==> config.mk <==
export PLATFORM = sky130hd
export DESIGN_NAME = csrdm_back
export DESIGN_NICKNAME = d
export VERILOG_FILES = /design/src/rtl/csrdm_pkg.sv /design/src/rtl/csrdm_back.sv
export SDC_FILE = /design/constraint.sdc
export NUM_CORES = 2
export LEC_CHECK = 0
export CORE_ASPECT_RATIO = 1.75
export CORE_MARGIN = 2
export CORE_UTILIZATION = 40
export CTS_CLUSTER_DIAMETER = 30
export DETAILED_ROUTE_END_ITERATION = 8
export DONT_BUFFER_PORTS = 1
export PLACE_DENSITY = 0.59
export SYNTH_ARGS = -nofsm -noshare
export SYNTH_HDL_FRONTEND = slang
export SYNTH_SLANG_ARGS = --single-unit
==> constraint.sdc <==
create_clock -name clk -period 11.3 [get_ports clk]
set_input_delay 2.26 -clock clk [delete_from_list [all_inputs] [get_ports clk]]
set_output_delay 2.26 -clock clk [all_outputs]
set_load 0.01 [all_outputs]
==> src/rtl/csrdm_pkg.sv <==
// Package: shared types, constants and codes of the current meter.
package csrdm_pkg;

  localparam int MAX_WINDOW_SAMPLES = 4096;
  localparam int CAL_SAMPLES        = 10;
  localparam int DC_SAMPLES         = 5;

  localparam int SMP_W   = 10;
  localparam int CUR_W   = 20;
  localparam int ACC_W   = 34;
  localparam int CNT_W   = $clog2(MAX_WINDOW_SAMPLES + 1);
  localparam int DVD_W   = 49;
  localparam int SQ_TOP  = ((DVD_W - 1) / 2) * 2;
  localparam int ROOT_W  = SQ_TOP / 2 + 1;
  localparam int SQ_W    = DVD_W + 1;
  localparam int SCL_W   = 29;
  localparam int MAG_W   = 17;
  localparam int PROD_W  = 55;
  localparam int ITER_W  = $clog2(DVD_W + 1);
  localparam int CUR_LIMIT = 400000;
  localparam int Q_DEPTH = 2;
  localparam int CFG_W   = 16;

  localparam int CAL_SHIFT = 16;
  localparam int CAL_RECIP = ((1 << CAL_SHIFT) + CAL_SAMPLES - 1) / CAL_SAMPLES;
  localparam int DC_SHIFT  = 24;
  localparam int DC_RECIP  = ((1 << DC_SHIFT) + DC_SAMPLES - 1) / DC_SAMPLES;
  localparam int DC_Y_MAX  = CUR_LIMIT * DC_SAMPLES;
  localparam int RCP_W     = 21;
  localparam int RCP_K_W   = 22;
  localparam int RCP_P_W   = RCP_W + RCP_K_W + 1;

  localparam logic [1:0] MODE_CAL = 2'd0;
  localparam logic [1:0] MODE_AC  = 2'd1;
  localparam logic [1:0] MODE_DC  = 2'd2;

  localparam logic [1:0] REG_MODE = 2'd0;
  localparam logic [1:0] REG_VCC  = 2'd1;
  localparam logic [1:0] REG_APV  = 2'd2;

  localparam logic [1:0] RES_CAL = 2'd0;
  localparam logic [1:0] RES_RMS = 2'd1;
  localparam logic [1:0] RES_DC  = 2'd2;

  localparam logic KIND_SAMPLE = 1'b0;
  localparam logic KIND_TICK   = 1'b1;

  typedef enum logic [1:0] {
    OP_CAL,
    OP_AC_SMP,
    OP_AC_TICK,
    OP_DC
  } op_t;

  typedef struct packed {
    op_t              op;
    logic [SMP_W-1:0] sample;
  } job_item_t;

  typedef enum logic [1:0] {
    JOB_CAL,
    JOB_AC,
    JOB_DC
  } job_t;

  typedef enum logic [2:0] {
    ST_IDLE,
    ST_DIV,
    ST_SQRT,
    ST_AC_MUL,
    ST_AC_FIN,
    ST_DC_MUL,
    ST_DC_RND,
    ST_RECIP
  } state_t;

  typedef struct packed {
    logic push;
    logic full;
  } front_ctl_t;

endpackage

==> src/rtl/csrdm_back.sv <==
// Back end: accumulate, divide, square root, scale and drive the result register.
module csrdm_back (
  input  logic                               clk,
  input  logic                               rst_n,
  input  logic                               clear_run,
  input  logic [csrdm_pkg::SCL_W-1:0]        scale,
  input  logic                               q_not_empty,
  input  csrdm_pkg::job_item_t               q_item,
  output logic                               q_pop,
  output logic                               out_valid,
  input  logic                               out_ready,
  output logic signed [csrdm_pkg::CUR_W-1:0] out_current_ma,
  output logic [csrdm_pkg::SMP_W-1:0]        out_zero_level,
  output logic [1:0]                         out_result_type,
  output logic                               out_empty_window,
  output logic                               out_overflow
);
  import csrdm_pkg::*;

  state_t                  state_r, state_nxt;
  job_t                    job_r, job_nxt;
  logic [ACC_W-1:0]        acc_r, acc_nxt;
  logic [CNT_W-1:0]        cnt_r, cnt_nxt;
  logic [SMP_W-1:0]        zero_r, zero_nxt;
  logic [DVD_W-1:0]        dvd_r, dvd_nxt;
  logic [CNT_W-1:0]        dsr_r, dsr_nxt;
  logic [CNT_W-1:0]        rem_r, rem_nxt;
  logic [ITER_W-1:0]       iter_r, iter_nxt;
  logic [SQ_W-1:0]         v_r, v_nxt;
  logic [SQ_W-1:0]         res_r, res_nxt;
  logic [SQ_W-1:0]         bit_r, bit_nxt;
  logic [MAG_W-1:0]        mag_r, mag_nxt;
  logic                    neg_r, neg_nxt;
  logic                    ovf_r, ovf_nxt;
  logic [PROD_W-1:0]       prod_r, prod_nxt;
  logic                    ov_r, ov_nxt;
  logic signed [CUR_W-1:0] cur_r, cur_nxt;
  logic [1:0]              typ_r, typ_nxt;
  logic                    emp_r, emp_nxt;
  logic                    ovo_r, ovo_nxt;

  logic signed [SMP_W:0]   diff;
  logic [2*SMP_W+1:0]      sq;
  logic [ACC_W-1:0]        sum;
  logic [CNT_W-1:0]        cnt_inc;
  logic [CNT_W:0]          rem_t;
  logic [SQ_W-1:0]         trial;
  logic [PROD_W-1:0]       rnd;
  logic [CUR_W-1:0]        mag_sat;
  logic [RCP_P_W-1:0]      rcp_p;

  assign diff    = $signed({1'b0, q_item.sample}) - $signed({1'b0, zero_r});
  assign sq      = (2*SMP_W+2)'($signed(diff) * $signed(diff));
  assign cnt_inc = cnt_r + 1'b1;
  assign rem_t   = {rem_r, dvd_r[DVD_W-1]};
  assign trial   = res_r + bit_r;

  always_comb begin
    state_nxt = state_r;
    job_nxt   = job_r;
    acc_nxt   = acc_r;
    cnt_nxt   = cnt_r;
    zero_nxt  = zero_r;
    dvd_nxt   = dvd_r;
    dsr_nxt   = dsr_r;
    rem_nxt   = rem_r;
    iter_nxt  = iter_r;
    v_nxt     = v_r;
    res_nxt   = res_r;
    bit_nxt   = bit_r;
    mag_nxt   = mag_r;
    neg_nxt   = neg_r;
    ovf_nxt   = ovf_r;
    prod_nxt  = prod_r;
    ov_nxt    = ov_r && !out_ready;
    cur_nxt   = cur_r;
    typ_nxt   = typ_r;
    emp_nxt   = emp_r;
    ovo_nxt   = ovo_r;
    q_pop     = 1'b0;
    sum       = '0;
    rnd       = '0;
    mag_sat   = '0;
    rcp_p     = '0;

    unique case (state_r)
      ST_IDLE: begin
        if (q_not_empty && !ov_r) begin
          q_pop    = 1'b1;
          rem_nxt  = '0;
          iter_nxt = ITER_W'(DVD_W);
          unique case (q_item.op)
            OP_CAL: begin
              sum = acc_r + ACC_W'(q_item.sample);
              if (cnt_inc >= CNT_W'(CAL_SAMPLES)) begin
                dvd_nxt   = DVD_W'(sum);
                job_nxt   = JOB_CAL;
                acc_nxt   = '0;
                cnt_nxt   = '0;
                state_nxt = ST_RECIP;
              end else begin
                acc_nxt = sum;
                cnt_nxt = cnt_inc;
              end
            end
            OP_AC_SMP: begin
              if (cnt_r < CNT_W'(MAX_WINDOW_SAMPLES)) begin
                acc_nxt = acc_r + ACC_W'(sq);
                cnt_nxt = cnt_inc;
              end
            end
            OP_AC_TICK: begin
              acc_nxt = '0;
              cnt_nxt = '0;
              ovf_nxt = (cnt_r >= CNT_W'(MAX_WINDOW_SAMPLES));
              if (cnt_r == '0) begin
                ov_nxt  = 1'b1;
                cur_nxt = '0;
                typ_nxt = RES_RMS;
                emp_nxt = 1'b1;
                ovo_nxt = 1'b0;
              end else begin
                dvd_nxt   = {acc_r[DVD_W-17:0], 16'd0};
                dsr_nxt   = cnt_r;
                job_nxt   = JOB_AC;
                state_nxt = ST_DIV;
              end
            end
            OP_DC: begin
              sum = acc_r + ACC_W'($signed(diff));
              if (cnt_inc >= CNT_W'(DC_SAMPLES)) begin
                neg_nxt   = sum[ACC_W-1];
                mag_nxt   = sum[ACC_W-1] ? MAG_W'(-sum) : MAG_W'(sum);
                acc_nxt   = '0;
                cnt_nxt   = '0;
                state_nxt = ST_DC_MUL;
              end else begin
                acc_nxt = sum;
                cnt_nxt = cnt_inc;
              end
            end
            default: begin
              q_pop = 1'b1;
            end
          endcase
        end
      end
      ST_DIV: begin
        if (rem_t >= {1'b0, dsr_r}) begin
          rem_nxt = CNT_W'(rem_t - {1'b0, dsr_r});
          dvd_nxt = {dvd_r[DVD_W-2:0], 1'b1};
        end else begin
          rem_nxt = rem_t[CNT_W-1:0];
          dvd_nxt = {dvd_r[DVD_W-2:0], 1'b0};
        end
        iter_nxt = iter_r - 1'b1;
        if (iter_r == ITER_W'(1)) begin
          v_nxt     = SQ_W'(dvd_nxt);
          res_nxt   = '0;
          bit_nxt   = SQ_W'(1) << SQ_TOP;
          state_nxt = ST_SQRT;
        end
      end
      ST_SQRT: begin
        if (bit_r == '0) begin
          state_nxt = ST_AC_MUL;
        end else begin
          if (v_r >= trial) begin
            v_nxt   = v_r - trial;
            res_nxt = (res_r >> 1) + bit_r;
          end else begin
            res_nxt = res_r >> 1;
          end
          bit_nxt = bit_r >> 2;
        end
      end
      ST_AC_MUL: begin
        prod_nxt  = PROD_W'(res_r[ROOT_W-1:0] * scale);
        state_nxt = ST_AC_FIN;
      end
      ST_AC_FIN: begin
        rnd       = (prod_r + (PROD_W'(1) << 25)) >> 26;
        mag_sat   = (rnd > PROD_W'(CUR_LIMIT)) ? CUR_W'(CUR_LIMIT) : rnd[CUR_W-1:0];
        cur_nxt   = $signed(mag_sat);
        ov_nxt    = 1'b1;
        typ_nxt   = RES_RMS;
        emp_nxt   = 1'b0;
        ovo_nxt   = ovf_r;
        state_nxt = ST_IDLE;
      end
      ST_DC_MUL: begin
        prod_nxt  = PROD_W'(mag_r * scale);
        state_nxt = ST_DC_RND;
      end
      ST_DC_RND: begin
        rnd       = (prod_r + PROD_W'(DC_SAMPLES * (1 << 17))) >> 18;
        dvd_nxt   = (rnd > PROD_W'(DC_Y_MAX)) ? DVD_W'(DC_Y_MAX) : DVD_W'(rnd);
        job_nxt   = JOB_DC;
        state_nxt = ST_RECIP;
      end
      ST_RECIP: begin
        unique case (job_r)
          JOB_CAL: begin
            rcp_p    = dvd_r[RCP_W-1:0] * RCP_K_W'(CAL_RECIP);
            zero_nxt = rcp_p[CAL_SHIFT +: SMP_W];
            cur_nxt  = '0;
            typ_nxt  = RES_CAL;
          end
          default: begin
            rcp_p   = dvd_r[RCP_W-1:0] * RCP_K_W'(DC_RECIP);
            mag_sat = rcp_p[DC_SHIFT +: CUR_W];
            cur_nxt = neg_r ? -$signed(mag_sat) : $signed(mag_sat);
            typ_nxt = RES_DC;
          end
        endcase
        ov_nxt    = 1'b1;
        emp_nxt   = 1'b0;
        ovo_nxt   = 1'b0;
        state_nxt = ST_IDLE;
      end
      default: begin
        state_nxt = ST_IDLE;
      end
    endcase

    if (clear_run) begin
      acc_nxt = '0;
      cnt_nxt = '0;
    end
  end

  always_ff @(posedge clk) begin
    if (!rst_n) begin
      state_r <= ST_IDLE;
      job_r   <= JOB_CAL;
      acc_r   <= '0;
      cnt_r   <= '0;
      zero_r  <= SMP_W'(512);
      ov_r    <= 1'b0;
    end else begin
      state_r <= state_nxt;
      job_r   <= job_nxt;
      acc_r   <= acc_nxt;
      cnt_r   <= cnt_nxt;
      zero_r  <= zero_nxt;
      ov_r    <= ov_nxt;
    end
  end

  always_ff @(posedge clk) begin
    dvd_r  <= dvd_nxt;
    dsr_r  <= dsr_nxt;
    rem_r  <= rem_nxt;
    iter_r <= iter_nxt;
    v_r    <= v_nxt;
    res_r  <= res_nxt;
    bit_r  <= bit_nxt;
    mag_r  <= mag_nxt;
    neg_r  <= neg_nxt;
    ovf_r  <= ovf_nxt;
    prod_r <= prod_nxt;
    cur_r  <= cur_nxt;
    typ_r  <= typ_nxt;
    emp_r  <= emp_nxt;
    ovo_r  <= ovo_nxt;
  end

  assign out_valid        = ov_r;
  assign out_current_ma   = cur_r;
  assign out_zero_level   = zero_r;
  assign out_result_type  = typ_r;
  assign out_empty_window = emp_r;
  assign out_overflow     = ovo_r;

endmodule

==> flow_metrics.tcl <==
set metrics [dict create \
    drtAntennaViolNets 0 \
    grt_overflow 0 \
    ios 82 \
    cts_setup_buffers 0 \
    min_period_over_period_pct 91.16 \
    critPathBufInv 3 \
    grt_max_degree 92 \
    fp.dieW_um 336.9 \
    ys_seq_area_share_pct 12.70 \
    rsz0062_at_grt "false" \
    ctsHoldBuffers 0 \
    drcViolationCount 0 \
    crit-reg2reg-launch "out_zero_level[0]$_SDFFE_PN0P_" \
    core-area_um2 192700 \
    synth.area.top_cells "fa_1, ha_1, edfxtp_1" \
    slew_headroom_pct 16.45 \
    drtIter0Drc 3423 \
    antenna_found_initial 11 \
    synth_cell_types 100 \
    yosysMostFrequentCell "inv_1" \
    dp_hpwl_mm 192.4 \
    drive_above_1_share_pct 3.296 \
    synthCells 8688 \
    yosys_most_used_dff "edfxtp_1" \
    syn_avg_cell_area_um2 8.929 \
    worst_slack_ns 0.9987 \
    r2r_end "acc_r[30]$_SDFFE_PP0P_" \
    ys_warn_count 0 \
    worstPathRequired_ns 11.80 \
    dieArea_um2 197600 \
    setup_viol 0 \
    viasPerCell 5.480 \
    hold_violations 0 \
    synth_top_area_share_pct 34.09 \
    cp_common_cell "a21oi_1" \
    rows 213 \
    synth-edff-count 286 \
    synth_seq_cells 349 \
    cp.depth 37 \
    min_period_ns 10.30 \
    dr.pass1.iters 6 \
    drv_cap 0 \
    finClkSkew_ns 0.03521 \
    gp_congestion 0.9462 \
    fin_nets 10610 \
    tns_ns 0 \
    crit_start "q_item[0]" \
    grt_pass1_wl_mm 381.1 \
    cp_data_arrival_time_ns 10.80 \
    initial_utilization_pct 40.26 \
    r2r_setup_slack_ns 2.14 \
    synth_common_cells "inv_1, fa_1, nand2_1" \
    area_growth_pct 6.176 \
    synthArstFlopShare_pct 0 \
    pre_cts_ws_ns 0.3851 \
    post-synth-top-area-cell "fa_1" \
    critPathCaptureType "register" \
    clkSlewWorstSetupHoldPaths_ns 0.06 \
    wl_mm 246.4 \
    cts-resized-gates 0 \
    status "complete, no violations" \
    syn_area_um2 77570 \
    crit_fanout 6 \
    syn_nets 10860 \
    cts_root_buffer "clkbuf_16" \
    r2r_cells 36 \
    htreeDepth 3 \
    port_buffers 0 \
    startpoint_type "input port" \
    wl_per_cell_um 22.21 \
    worst_slew_pin_slew_ns 1.253 \
    cts_tree "yes" \
    max_stage_delay_ns 0.57 \
    crit_end "acc_r[30]$_SDFFE_PP0P_" \
    cts.path.max_buffers 3 \
    grt_usage_pct 25.34 \
    clkLatencyLatePin_ns 0.65 \
    clock_sinks 349 \
    crit_slowest_cell "fa_1" \
    cts_inserted_buffers 69 \
    vias 60780 \
    cp_top_family "adder cells" \
    final_max_slew_viol_count 0 \
    grt_pass1_vias 66520 \
    critical_path_class "in -> reg" \
    max_freq_ghz 0.09708 \
    chipHeight_um 586.6 \
    hp-class "reg -> reg" \
]
[cells by family after synthesis]
group                      share of synthesized area (%)
and+or+nand+nor                                    15.09
adders and majority gates                          46.99
buffers and inverters                              9.694
AOI/OAI and AO/OA                                  10.54
xor gates and xnor gates                           4.618
DFF                                                12.70
muxes                                             0.3694
[registers in the layout, indices dropped and copies added, names as in the netlist, 2 cells and up]
register,count
res_r,50
v_r,50
dvd_r,49
prod_r,37
acc_r,34
bit_r,25
out_current_ma,20
mag_r,17
cnt_r,13
dsr_r,13
rem_r,13
out_zero_level,10
iter_r,6
state_r,3
job_r,2
out_result_type,2
[placed cells by master, fill, tap and decap left out, types with 22 or more instances in the layout]
cell type,instances
nand3_1,107
nor3_1,68
nor4_1,22
nor2_1,355
a22o_1,27
ha_1,800
and2_1,427
xor2_1,171
a22oi_1,23
nand2b_1,44
o21ai_0,278
a31oi_1,53
mux2i_1,23
o22ai_1,25
or3_1,43
a21oi_1,347
o21ai_1,40
o21a_1,33
o31ai_1,39
inv_1,1576
fa_1,1321
and3_1,40
buf_4,97
edfxtp_1,286
nand2_1,1199
o21bai_1,54
dfxtp_1,63
nand4_1,64
a211oi_1,42
nor2b_1,54
xnor2_1,238
clkbuf_16,70
a21o_1,145
[metrics by stage]
stage | hold WS, ns | util [%] | std cells | area [µm²]
3_5_place_dp | 0.5399 | 41.54 | 10950 | 80040
6_report | 0.5443 | 42.75 | 11090 | 82360
4_1_cts | 0.5484 | 42.72 | 11080 | 82320
2_1_floorplan | 0.4029 | - | 8688 | 77570
3_3_place_gp | 0.5173 | 41.54 | 10950 | 80040
5_1_grt | 0.5620 | 42.73 | 11080 | 82340
[worst min-delay path, cell delays in order (launching register included)]
cell,delay (ns)
dfxtp_1,0.34
nand2b_1,0.08
a21boi_0,0.08
[cell type report]
| type | instances | area [µm²] |
|---|---|---|
| antenna | 16 | 40.04 |
| fill | 19040 | 110300 |
| clock buffer | 77 | 1788 |
| sequential | 349 | 9849 |
| inverter | 1581 | 5937 |
| clock inverter | 45 | 494.2 |
| timing repair buffer | 97 | 728.2 |
| tap | 2580 | 3228 |
| multi-input combinational | 6346 | 60300 |
[layer usage]
| layer | routed length (µm) | track usage, % | vias up |
|---|---|---|---|
| li1 | - | - | 27190 |
| met2 | 130100 | 46.56 | 1901 |
| met5 | 31 | 0 | - |
| met1 | 81040 | 25.58 | 30870 |
| met4 | 23000 | 20.08 | 4 |
| met3 | 12200 | 3.027 | 813 |
[how the worst min path moves through the flow]
stage	depth (start not counted)	slack [ns]	start	endpoint
4_1_cts	2	0.55	job_r[1]$_SDFFE_PN0P_	job_r[1]$_SDFFE_PN0P_
2_1_floorplan	0	0.40	cnt_r[4]$_SDFFE_PP0P_	dsr_r[4]$_DFFE_PP_
3_3_place_gp	2	0.52	job_r[1]$_SDFFE_PN0P_	job_r[1]$_SDFFE_PN0P_
6_report	2	0.54	job_r[1]$_SDFFE_PN0P_	job_r[1]$_SDFFE_PN0P_
5_1_grt	2	0.56	job_r[1]$_SDFFE_PN0P_	job_r[1]$_SDFFE_PN0P_
3_5_place_dp	2	0.54	job_r[1]$_SDFFE_PN0P_	job_r[1]$_SDFFE_PN0P_
Power is not shown: default switching activity piles up to over one toggle a cycle in this logic, so the estimate is an artifact.
