### src/rtl/csrdm_pkg.sv
// Package: shared types, constants and codes of the current meter.
package csrdm_pkg;

  localparam int MAX_WINDOW_SAMPLES = 4096;
  localparam int CAL_SAMPLES        = 10;
  localparam int DC_SAMPLES         = 5;

  localparam int SMP_W   = 10;
  localparam int CUR_W   = 20;
  localparam int ACC_W   = 34;
  localparam int CNT_W   = $clog2(MAX_WINDOW_SAMPLES + 1);
  localparam int DVD_W   = 49;
  localparam int SQ_TOP  = ((DVD_W - 1) / 2) * 2;
  localparam int ROOT_W  = SQ_TOP / 2 + 1;
  localparam int SQ_W    = DVD_W + 1;
  localparam int SCL_W   = 29;
  localparam int MAG_W   = 17;
  localparam int PROD_W  = 55;
  localparam int ITER_W  = $clog2(DVD_W + 1);
  localparam int CUR_LIMIT = 400000;
  localparam int Q_DEPTH = 2;
  localparam int CFG_W   = 16;

  localparam int CAL_SHIFT = 16;
  localparam int CAL_RECIP = ((1 << CAL_SHIFT) + CAL_SAMPLES - 1) / CAL_SAMPLES;
  localparam int DC_SHIFT  = 24;
  localparam int DC_RECIP  = ((1 << DC_SHIFT) + DC_SAMPLES - 1) / DC_SAMPLES;
  localparam int DC_Y_MAX  = CUR_LIMIT * DC_SAMPLES;
  localparam int RCP_W     = 21;
  localparam int RCP_K_W   = 22;
  localparam int RCP_P_W   = RCP_W + RCP_K_W + 1;

  localparam logic [1:0] MODE_CAL = 2'd0;
  localparam logic [1:0] MODE_AC  = 2'd1;
  localparam logic [1:0] MODE_DC  = 2'd2;

  localparam logic [1:0] REG_MODE = 2'd0;
  localparam logic [1:0] REG_VCC  = 2'd1;
  localparam logic [1:0] REG_APV  = 2'd2;

  localparam logic [1:0] RES_CAL = 2'd0;
  localparam logic [1:0] RES_RMS = 2'd1;
  localparam logic [1:0] RES_DC  = 2'd2;

  localparam logic KIND_SAMPLE = 1'b0;
  localparam logic KIND_TICK   = 1'b1;

  typedef enum logic [1:0] {
    OP_CAL,
    OP_AC_SMP,
    OP_AC_TICK,
    OP_DC
  } op_t;

  typedef struct packed {
    op_t              op;
    logic [SMP_W-1:0] sample;
  } job_item_t;

  typedef enum logic [1:0] {
    JOB_CAL,
    JOB_AC,
    JOB_DC
  } job_t;

  typedef enum logic [2:0] {
    ST_IDLE,
    ST_DIV,
    ST_SQRT,
    ST_AC_MUL,
    ST_AC_FIN,
    ST_DC_MUL,
    ST_DC_RND,
    ST_RECIP
  } state_t;

  typedef struct packed {
    logic push;
    logic full;
  } front_ctl_t;

endpackage

### src/rtl/csrdm_queue.sv
// Queue: short FIFO of classified jobs between front and back end.
module csrdm_queue (
  input  logic                  clk,
  input  logic                  rst_n,
  input  logic                  push,
  input  csrdm_pkg::job_item_t  wr_item,
  output logic                  full,
  input  logic                  pop,
  output logic                  not_empty,
  output csrdm_pkg::job_item_t  rd_item
);
  import csrdm_pkg::*;

  localparam int PTR_W = (Q_DEPTH > 1) ? $clog2(Q_DEPTH) : 1;

  job_item_t              mem_r [Q_DEPTH];
  logic [PTR_W-1:0]       wr_ptr_r, wr_ptr_nxt;
  logic [PTR_W-1:0]       rd_ptr_r, rd_ptr_nxt;
  logic [$clog2(Q_DEPTH+1)-1:0] cnt_r, cnt_nxt;

  function automatic logic [PTR_W-1:0] ptr_inc(input logic [PTR_W-1:0] p);
    logic [PTR_W-1:0] r;
    r = (p == PTR_W'(Q_DEPTH - 1)) ? '0 : p + 1'b1;
    return r;
  endfunction

  assign full      = (cnt_r == ($clog2(Q_DEPTH+1))'(Q_DEPTH));
  assign not_empty = (cnt_r != '0);
  assign rd_item   = mem_r[rd_ptr_r];

  always_comb begin
    wr_ptr_nxt = push ? ptr_inc(wr_ptr_r) : wr_ptr_r;
    rd_ptr_nxt = pop ? ptr_inc(rd_ptr_r) : rd_ptr_r;
    cnt_nxt    = cnt_r + (push ? 1'b1 : 1'b0) - (pop ? 1'b1 : 1'b0);
  end

  always_ff @(posedge clk) begin
    if (!rst_n) begin
      wr_ptr_r <= '0;
      rd_ptr_r <= '0;
      cnt_r    <= '0;
    end else begin
      wr_ptr_r <= wr_ptr_nxt;
      rd_ptr_r <= rd_ptr_nxt;
      cnt_r    <= cnt_nxt;
    end
  end

  always_ff @(posedge clk) begin
    if (push) begin
      mem_r[wr_ptr_r] <= wr_item;
    end
  end

endmodule

### config.mk
export PLATFORM = sky130hd
export DESIGN_NAME = csrdm_queue
export DESIGN_NICKNAME = d
export VERILOG_FILES = /design/src/rtl/csrdm_pkg.sv /design/src/rtl/csrdm_queue.sv
export SDC_FILE = /design/constraint.sdc
export NUM_CORES = 1
export LEC_CHECK = 0
export BUFFER_PORTS_ARGS = -buffer_cell sky130_fd_sc_hd__buf_2
export CORE_ASPECT_RATIO = 1.1
export CORE_MARGIN = 2
export CORE_UTILIZATION = 48
export CTS_BUF_LIST = sky130_fd_sc_hd__clkbuf_8
export DETAILED_ROUTE_END_ITERATION = 16
export PLACE_DENSITY_LB_ADDON = 0.12
export SETUP_SLACK_MARGIN = 0.3
export SLEW_MARGIN = 10
export SYNTH_ARGS = -nofsm -noshare
export SYNTH_HDL_FRONTEND = slang
export SYNTH_SLANG_ARGS = --single-unit
### constraint.sdc
create_clock -name clk -period 1.35 [get_ports clk]
set_input_delay 0 -clock clk [delete_from_list [all_inputs] [get_ports clk]]
set_output_delay 0 -clock clk [all_outputs]
set_load 0.05 [all_outputs]
==> out/metrics.yaml, run 1 <==
run_status:
  status: "complete, no violations"
sta:
  final.min_clock_period_ns: 1.25
  final.setup.tns_ns: 0
  relSlewSlack_pct: 90.7
  finalHoldViolCount: 0
  fmax_mhz: 800
  setup_slack_ns: 0.101
  period_share_pct: 92.5
  setup_viol: 0
  worst_pin_slew_ns: 0.139
  rsz0062_at_grt: "yes"
  fin_skew_ns: 0.00654
  slew_violations: 0
power_and_ir_drop:
  vdd_drop_max_v: 0.00120
  clockPowerShare_pct: 32.7
  combPwrFrac_pct: 25.5
  power.internal_mw: 1.90
  sw_frac_of_total_pct: 25.8
  seq_power_share_pct: 41.8
  power_switching_uw: 660
  p_per_area_nw_per_um2: 1440
  leakage_nw: 0.735
worst_setup_path:
  cp-end-kind: "primary output"
  start_kind: "flip-flop"
  worst_ep_arrival_time_ns: 1.25
  slowest_delay_ns: 0.38
  path_buf_inv: 2
  crit_path_max_fanout: 6
  crit_family: "flip-flops"
  crit_chain: "buf_16 > mux2_4 > buf_6"
  slowest_stage: "dfxtp_4"
  path_class: "reg2out"
  critPathRequiredTime_ns: 1.35
drt:
  first_iter_violations: 5
  drt-vias-per-instance: 4.50
  drc_errors: 0
  m1WireLength_um: 755
  drt-total-wl_um: 1900
  ant_nets: 0
  post_drt_wl_per_cell_um: 13.3
  drt-pass1-iter-count: 4
  via_count: 644
  wl_met3_um: 116
  dr.max_layer_used: "met4"
  wl_met2_um: 988
cts:
  cts-htree-levels: 2
  clk_latency_ns: 0.28
  cts_tree: "yes"
  clock-sinks: 29
  clk_path_buf_depth: 2
  cts-root-buf: "clkbuf_8"
  numCtsBuffers: 5
  cts.reportedPaths.clkPinSlew_ns: 0.05
grt:
  gr-usage-all-layers_pct: 15.9
  grt_pass1_wl_um: 2930
  gr-total-overflow: 0
  antenna_found_initial: 0
  grt_max_degree: 13
  grt_pass1_vias: 622
synth:
  synth.distinct_cells: 13
  avgSynthCellArea_um2: 19.5
  yosys.area.top_type: "edfxtp_1"
  synth_fp_nets: 76
  synth.most_common_cell: "edfxtp_1"
  synth.yosys.warnings: 0
  ys_seq_area_share_pct: 72.5
  syn_inst: 58
  synth_area_leaders: "edfxtp_1 64%, mux2_4 13%, dfxtp_1 8.8%"
  ys_ff_latch: 29
  syn_area_um2: 1130
  netlist.area_leader.share_pct: 63.6
  synth_edf_count: 24
  async_flop_share_pct: 0
  synth_top_cells_by_count: "24 x edfxtp_1, 10 x mux2_4, 5 x dfxtp_1"
  synth_top_flop_cell: "edfxtp_1"
place:
  numPortBuffers: 29
  placed_cell_area_um2: 1340
  dpl.hpwl_um: 1070
  globalplace.congestion: 0.597
  dp_slack_ns: 0.155
layout:
  syn_to_final_growth_pct: 57.2
  diodes: 0
  drive_gt1_share_pct: 56.6
  nets: 130
  design_area_um2: 1780
floorplan:
  fp.dieH_um: 54.9
  core-area_um2: 2250
  chipWidth_um: 50.3
  io_pins: 30
  rows: 18
  dieArea_um2: 2760
  start_util_pct: 50.3
worst_hold_path:
  hp-class: "in2reg"
job:
  drv_cap: 0
worst min-delay path, delay by kind of cell:
family,cells,cell delay (ns)
simple gates,1,0.15
buf+inv,1,0.12
xor+xnor,1,0.07
metrics by stage:
stage	utilization [%]	power (mW)	cells	hold WS, ns
detailed placement	59.5	1.54	118	0.191
finish	79.1	2.56	143	0.0984
global placement	59.5	1.53	118	0.187
global route	79.1	2.66	143	0.110
floorplan	-	1.44	58	0.0989
CTS	78.6	2.57	143	0.0931
flip-flops by register name, summed over array words and instances (netlist names), named ones only:
name and cells:
mem_r 24, cnt_r 2, rd_ptr_r 1, wr_ptr_r 1
final cells by class:
| class | instances | area (µm²) |
|---|---|---|
| clock buffer | 5 | 68.8 |
| clock inverter | 3 | 37.5 |
| fill | 128 | 472 |
| inverter | 2 | 10.0 |
| multi-input combinational | 26 | 338 |
| sequential | 29 | 828 |
| tap | 30 | 37.5 |
| timing repair buffer | 48 | 460 |
per-layer routing:
metal | track usage [%] | up-vias
met1 | 17.8 | 291
li1 | - | 323
met5 | 0 | -
met3 | 6.72 | 6
met4 | 9.46 | 0
met2 | 25.9 | 24
cell usage in the layout (no fill, tap or decap), types with 3 or more instances in the layout:
cell type / synthesis / routed
and2_1: 4 / 3
buf_2: 0 / 15
buf_6: 1 / 16
clkbuf_8: 0 / 5
dfxtp_2: 0 / 3
dlygate4sd3_1: 0 / 13
edfxtp_1: 24 / 24
mux2_4: 10 / 12
final timing paths:
path / start / endpoint / slack [ns] / cells after the start
hold / removal: pop / flip-flop / 0.1 / 3
hold reg to reg: rd_ptr_r$_SDFFE_PN0P_ / flip-flop / 0.58 / 2
setup reg to reg: cnt_r[0]$_SDFF_PN0_ / cnt_r[1]$_SDFF_PN0_ / 0.20 / 6
setup / recovery: flip-flop / rd_item[9] / 0.10 / 3
power groups by stage:
stage | clock [mW] | sequential (mW) | combinational, mW
floorplan | 0 | 1.07 | 0.364
global placement | 0 | 1.07 | 0.457
detailed placement | 0 | 1.08 | 0.465
CTS | 0.863 | 1.06 | 0.638
global route | 0.897 | 1.07 | 0.688
finish | 0.836 | 1.07 | 0.651
cell families after synthesis:
family	after synthesis	share of synthesized area (%)
AO/OA/AOI/OAI	1	0.663
XOR/XNOR	2	2.76
adder cells (fa/ha/maj)	2	2.21
buffers and inverters	3	1.66
flip-flops	29	72.5
multiplexers	12	15.2
AND/OR/NAND/NOR	9	4.97
timing repair:
action,in CTS,in global routing
gates cloned,1,0
hold buffers,13,0
setup endpoints to repair,26,25
pin swaps,1,1
resized for setup,40,5
buffers inserted,3,0
hold endpoints to repair,29,0
Note: power is estimated with default switching activity, not from simulation.
==> run 2, diff against run 1 <==
- GPL_TIMING_DRIVEN: not set -> 0
==> out/metrics.yaml, run 2 (same netlist as run 1, synthesis figures left out) <==
place:
  numPortBuffers: 29  # unchanged
  dp_slack_ns: 0.0857  # -0.0692 ns
  dpl.hpwl_um: 1030  # -4.4%
  globalplace.congestion: 0.613  # +2.7%
drt:
  ant_nets: 0  # unchanged
  via_count: 664  # +3.1%
  drt-vias-per-instance: 4.64  # +3.1%
  first_iter_violations: 10  # +5
  drt-pass1-iter-count: 4  # unchanged
  post_drt_wl_per_cell_um: 13.2  # -0.21%
  drt-total-wl_um: 1890  # -0.21%
  drc_errors: 0  # unchanged
layout:
  nets: 130  # unchanged
  syn_to_final_growth_pct: 52.2
  largest_reg_flops: 24  # unchanged
  layout_commonest_cell: "edfxtp_1"
  regMostFlops: "mem_r"
  largestRegisters: "mem_r: 24 flops, cnt_r: 2 flops"
  diodes: 0  # unchanged
  mostFrequentLayoutCells: "24 x edfxtp_1, 17 x buf_6, 15 x buf_2"
  fillCellCount: 148  # +16%
  drive_gt1_share_pct: 54.9  # -1.8 points
  fin_util_pct: 76.5  # -2.6 points
floorplan:
  rows: 18  # unchanged
  core-area_um2: 2250  # unchanged
  io_pins: 30  # unchanged
  chipWidth_um: 50.3  # unchanged
  dieArea_um2: 2760  # unchanged
  start_util_pct: 50.3  # unchanged
  fp.dieH_um: 54.9  # unchanged
sta:
  fmax_mhz: 807  # +0.88%
  hold_slack_ns: 0.110  # +0.0116 ns
  relSlewSlack_pct: 88.1  # -2.6 points
  final.setup.tns_ns: 0  # unchanged
  setup_slack_ns: 0.112  # +0.0109 ns
  period_share_pct: 91.7  # -0.81 points
  final.min_clock_period_ns: 1.24  # -0.0109 ns
  worst_pin_slew_ns: 0.179  # +0.0397 ns
  fin_skew_ns: 0.00255  # -0.00399 ns
  finalHoldViolCount: 0  # unchanged
  rsz0062_at_grt: "yes"
  setup_viol: 0  # unchanged
  slew_violations: 0  # unchanged
worst_setup_path:
  crit_path_max_fanout: 5  # -1
  crit_chain: "buf_6 > mux2_4 > buf_6"
  slowest_delay_ns: 0.37  # about the same
  critPathRequiredTime_ns: 1.35  # about the same
  r2r_cells: 6  # unchanged
  cp_common_cell: "buf_6"
  cp-end-kind: "primary output"
  start_kind: "flip-flop"
  worst_ep_arrival_time_ns: 1.24  # about the same
  slowest_stage: "dfxtp_4"
  path_class: "reg2out"
grt:
  antenna_found_initial: 0  # unchanged
  grt_pass1_vias: 663  # +6.6%
  gr-total-overflow: 0  # unchanged
  gr-usage-all-layers_pct: 15.9  # about the same
  grt_max_degree: 14  # +1
  grt_pass1_wl_um: 2900  # -0.95%
job:
  drv_cap: 0  # unchanged
power_and_ir_drop:
  leakage_nw: 0.721  # -1.9%
  p_per_area_nw_per_um2: 1340  # -6.4%
  vdd_drop_max_v: 0.00135  # +13%
worst_hold_path:
  whs_path_depth: 3  # unchanged
  hp-class: "in2reg"
run_status:
  status: "complete, no violations"
cts:
  cts.reportedPaths.clkPinSlew_ns: 0.05  # about the same
  cts-htree-levels: 2  # unchanged
  cts_tree: "yes"
  cts-root-buf: "clkbuf_8"
  numCtsBuffers: 5  # unchanged
  clock-sinks: 29  # unchanged
  clk_latency_ns: 0.27  # about the same
  clk_path_buf_depth: 2  # unchanged
## run 2: layer usage
metal | part of all wire (%) | routed length (µm) | vias to the layer above | GRT usage, %
li1 | - | - | 322 | -
met1 | 38 | 711 | 313 | 16.6
met2 | 55 | 1040 | 23 | 27.4
met3 | 5.7 | 108 | 6 | 7.26
met4 | 1.9 | 36 | 0 | 8.11
met5 | 0 | 0 | - | 0
## run 2: critical path: cells and delay by family (launching register included)
kind | cells | cell delay (ns)
buffers and inverters | 2 | 0.29
flip-flops | 1 | 0.37
multiplexers | 1 | 0.31
## run 2: final timing paths
check | startpoint | end | slack, ns
worst max-delay path | flip-flop | rd_item[9] | 0.11
worst min-delay path | push | wr_ptr_r$_SDFFE_PN0P_ | 0.11
worst max register to register | cnt_r[0]$_SDFF_PN0_ | cnt_r[1]$_SDFF_PN0_ | 0.20
worst min register to register | rd_ptr_r$_SDFFE_PN0P_ | flip-flop | 0.58
## run 2: power by group
group	internal [mW]	switching, mW	total [mW]	leakage [nW]
clock network	0.341	0.278	0.619	0.0519
logic	0.306	0.323	0.630	0.401
registers	1.03	0.0311	1.07	0.268
total	1.68	0.632	2.31	0.721
## run 2: area by class of cell
type                       instances  area [µm²]  share of cell area, %
clock buffer                       5        68.8                   3.99
clock inverter                     3        11.3                  0.654
multi-input combinational         26         340                   19.8
sequential                        29         826                   47.9
buffer                             1        11.3                  0.654
inverter                           2        7.51                  0.436
tap                               30        37.5                   2.18
timing repair buffer              47         420                   24.4
## run 2: repair_timing
action | 4_1_cts | 5_1_grt
resized for setup | 38 | 7
gates cloned | 1 | 0
pin swaps | 1 | 1
endpoints found under the hold margin | 29 | 0
setup endpoints to repair | 27 | 28
buffers inserted | 3 | 1
hold buffers | 13 | 0
## run 2: through the flow
stage	instance area, µm²	instances	total power, mW
2_1_floorplan	1140	58	1.44
3_3_place_gp	1320	117	1.52
3_5_place_dp	1320	117	1.53
4_1_cts	1680	142	2.29
5_1_grt	1720	143	2.41
6_report	1720	143	2.31
==> run 3, diff against run 2 <==
- CORE_UTILIZATION: 48 -> 40
==> out/metrics.yaml, run 3 (same netlist as run 1, synthesis figures left out) <==
grt:
  gr-usage-met3_pct: 4.50  # -2.8 points
  grt.busiest_layer: "met2"
  grt_max_degree: 14  # unchanged
  grt_pass1_vias: 644  # -2.9%
  antenna_found_initial: 0  # unchanged
  gr-total-overflow: 0  # unchanged
  gr-usage-all-layers_pct: 13.1  # -2.8 points
  met2_usage_pct: 21.6  # -5.8 points
  grt_pass1_wl_um: 2750  # -5.4%
  use_met1_pct: 13.1  # -3.5 points
layout:
  largest_reg_flops: 24  # unchanged
  layout_commonest_cell: "edfxtp_1"
  design_area_um2: 1730  # +0.22%
  fillCellCount: 216  # +46%
  regMostFlops: "mem_r"
  nets: 130  # unchanged
  diodes: 0  # unchanged
  drive_gt1_share_pct: 54.9  # unchanged
  fin_cells: 146  # +2.1%
  mostFrequentLayoutCells: "24 x edfxtp_1, 15 x buf_6, 15 x buf_2"
  syn_to_final_growth_pct: 52.5
  largestRegisters: "mem_r: 24 flops, cnt_r: 2 flops"
worst_setup_path:
  path_class: "reg2out"
  slowest_delay_ns: 0.38  # about the same
  crit_path_max_fanout: 5  # unchanged
  start_kind: "flip-flop"
  worst_ep_arrival_time_ns: 1.25  # about the same
  cp-end-kind: "primary output"
  crit_chain: "buf_8 > mux2_4 > buf_6"
  slowest_stage: "dfxtp_4"
  critPathRequiredTime_ns: 1.35  # about the same
floorplan:
  fp.dieH_um: 59.8  # +8.8%
  start_util_pct: 41.5  # -8.8 points
  core-area_um2: 2730  # +21%
  chipWidth_um: 54.7  # +8.8%
  rows: 20  # +2
  io_pins: 30  # unchanged
  dieArea_um2: 3270  # +18%
drt:
  via_count: 645  # -2.9%
  first_iter_violations: 6  # -4
  drt-pass1-iter-count: 3  # -1
  post_drt_wl_per_cell_um: 12.6  # -4.6%
  drt-total-wl_um: 1840  # -2.6%
  drc_errors: 0  # unchanged
  drt-vias-per-instance: 4.42  # -4.9%
  ant_nets: 0  # unchanged
cts:
  clk_latency_ns: 0.27  # about the same
  cts-htree-levels: 2  # unchanged
  clock-sinks: 29  # unchanged
  cts.reportedPaths.clkPinSlew_ns: 0.06  # about the same
  cts_tree: "yes"
  cts-root-buf: "clkbuf_8"
  clk_path_buf_depth: 2  # unchanged
  numCtsBuffers: 5  # unchanged
power_and_ir_drop:
  vdd_drop_max_v: 0.000984  # -27%
  power.total_mw: 2.31  # about the same
  p_per_area_nw_per_um2: 1340  # -0.30%
  leakage_nw: 0.721  # about the same
run_status:
  status: "complete, no violations"
sta:
  slew_violations: 0  # unchanged
  final.min_clock_period_ns: 1.25  # +0.00807 ns
  fmax_mhz: 802  # -0.65%
  rsz0062_at_grt: "yes"
  finalHoldViolCount: 0  # unchanged
  setup_viol: 0  # unchanged
  setup_slack_ns: 0.104  # -0.00807 ns
  relSlewSlack_pct: 88.4  # +0.29 points
  period_share_pct: 92.3  # +0.60 points
  fin_skew_ns: 0.00305  # +0.000496 ns
  worst_pin_slew_ns: 0.174  # -0.00439 ns
  final.setup.tns_ns: 0  # unchanged
worst_hold_path:
  hp-class: "in2reg"
job:
  drv_cap: 0  # unchanged
place:
  dp_slack_ns: 0.0907  # +0.00498 ns
  globalplace.congestion: 0.606  # -1.2%
  dp_cells: 120  # +2.6%
  dpl.hpwl_um: 1090  # +6.6%
  placed_cell_area_um2: 1330  # +0.28%
  numPortBuffers: 29  # unchanged
==> run 3: cell counts in the layout (fill, tap and decap cells not counted) <==
No cell type changed its count.
==> run 3: final timing paths <==
| check | from | to | slack, ns | cells after the start |
|---|---|---|---|---|
| worst max-delay path | flip-flop | rd_item[5] | 0.10 | 3 |
| worst min-delay path | pop | flip-flop | 0.11 | 3 |
| worst max register to register | cnt_r[0]$_SDFF_PN0_ | cnt_r[1]$_SDFF_PN0_ | 0.22 | 6 |
| worst min register to register | rd_ptr_r$_SDFFE_PN0P_ | flip-flop | 0.58 | 2 |
==> run 3: layout make-up <==
| class | count | area, µm² | area share [%] |
|---|---|---|---|
| plain buffers | 1 | 15.0 | 0.870 |
| well taps | 33 | 41.3 | 2.39 |
| repair buffers | 47 | 417 | 24.1 |
| clock buffers | 5 | 68.8 | 3.99 |
| multi-input cells | 26 | 340 | 19.7 |
| inverters | 2 | 7.51 | 0.435 |
| clock inverters | 3 | 11.3 | 0.652 |
| flip-flops and latches | 29 | 826 | 47.8 |
==> run 3: what timing repair did <==
item / CTS / global route
endpoints found under the setup margin: 27 / 28
hold buffers: 13 / 0
setup buffers: 2 / 2
pin swaps: 1 / 0
resized for setup: 38 / 7
gates cloned: 1 / 0
endpoints found under the hold margin: 26 / 0
==> run 3: power by group <==
part           switching [mW]  internal (mW)
combinational           0.324          0.304
sequential             0.0307           1.03
clock                   0.278          0.341
==> run 3: critical path, delay by kind of cell, from the launching register on <==
kind	cells	cell delay, ns
buffers and inverters	2	0.28
flip-flops	1	0.38
multiplexers	1	0.31
==> run 3: routing by layer <==
metal	up-vias	wire, µm
met2	22	968
met4	0	45
li1	322	-
met5	-	0
met3	5	106
met1	296	724
==> run 3: through the flow <==
| stage | utilization (%) | hold WS (ns) |
|---|---|---|
| after floorplan | - | 0.0989 |
| after global placement | 48.7 | 0.188 |
| after detailed placement | 48.7 | 0.191 |
| after CTS | 61.6 | 0.107 |
| after global routing | 63.3 | 0.127 |
| final | 63.3 | 0.115 |
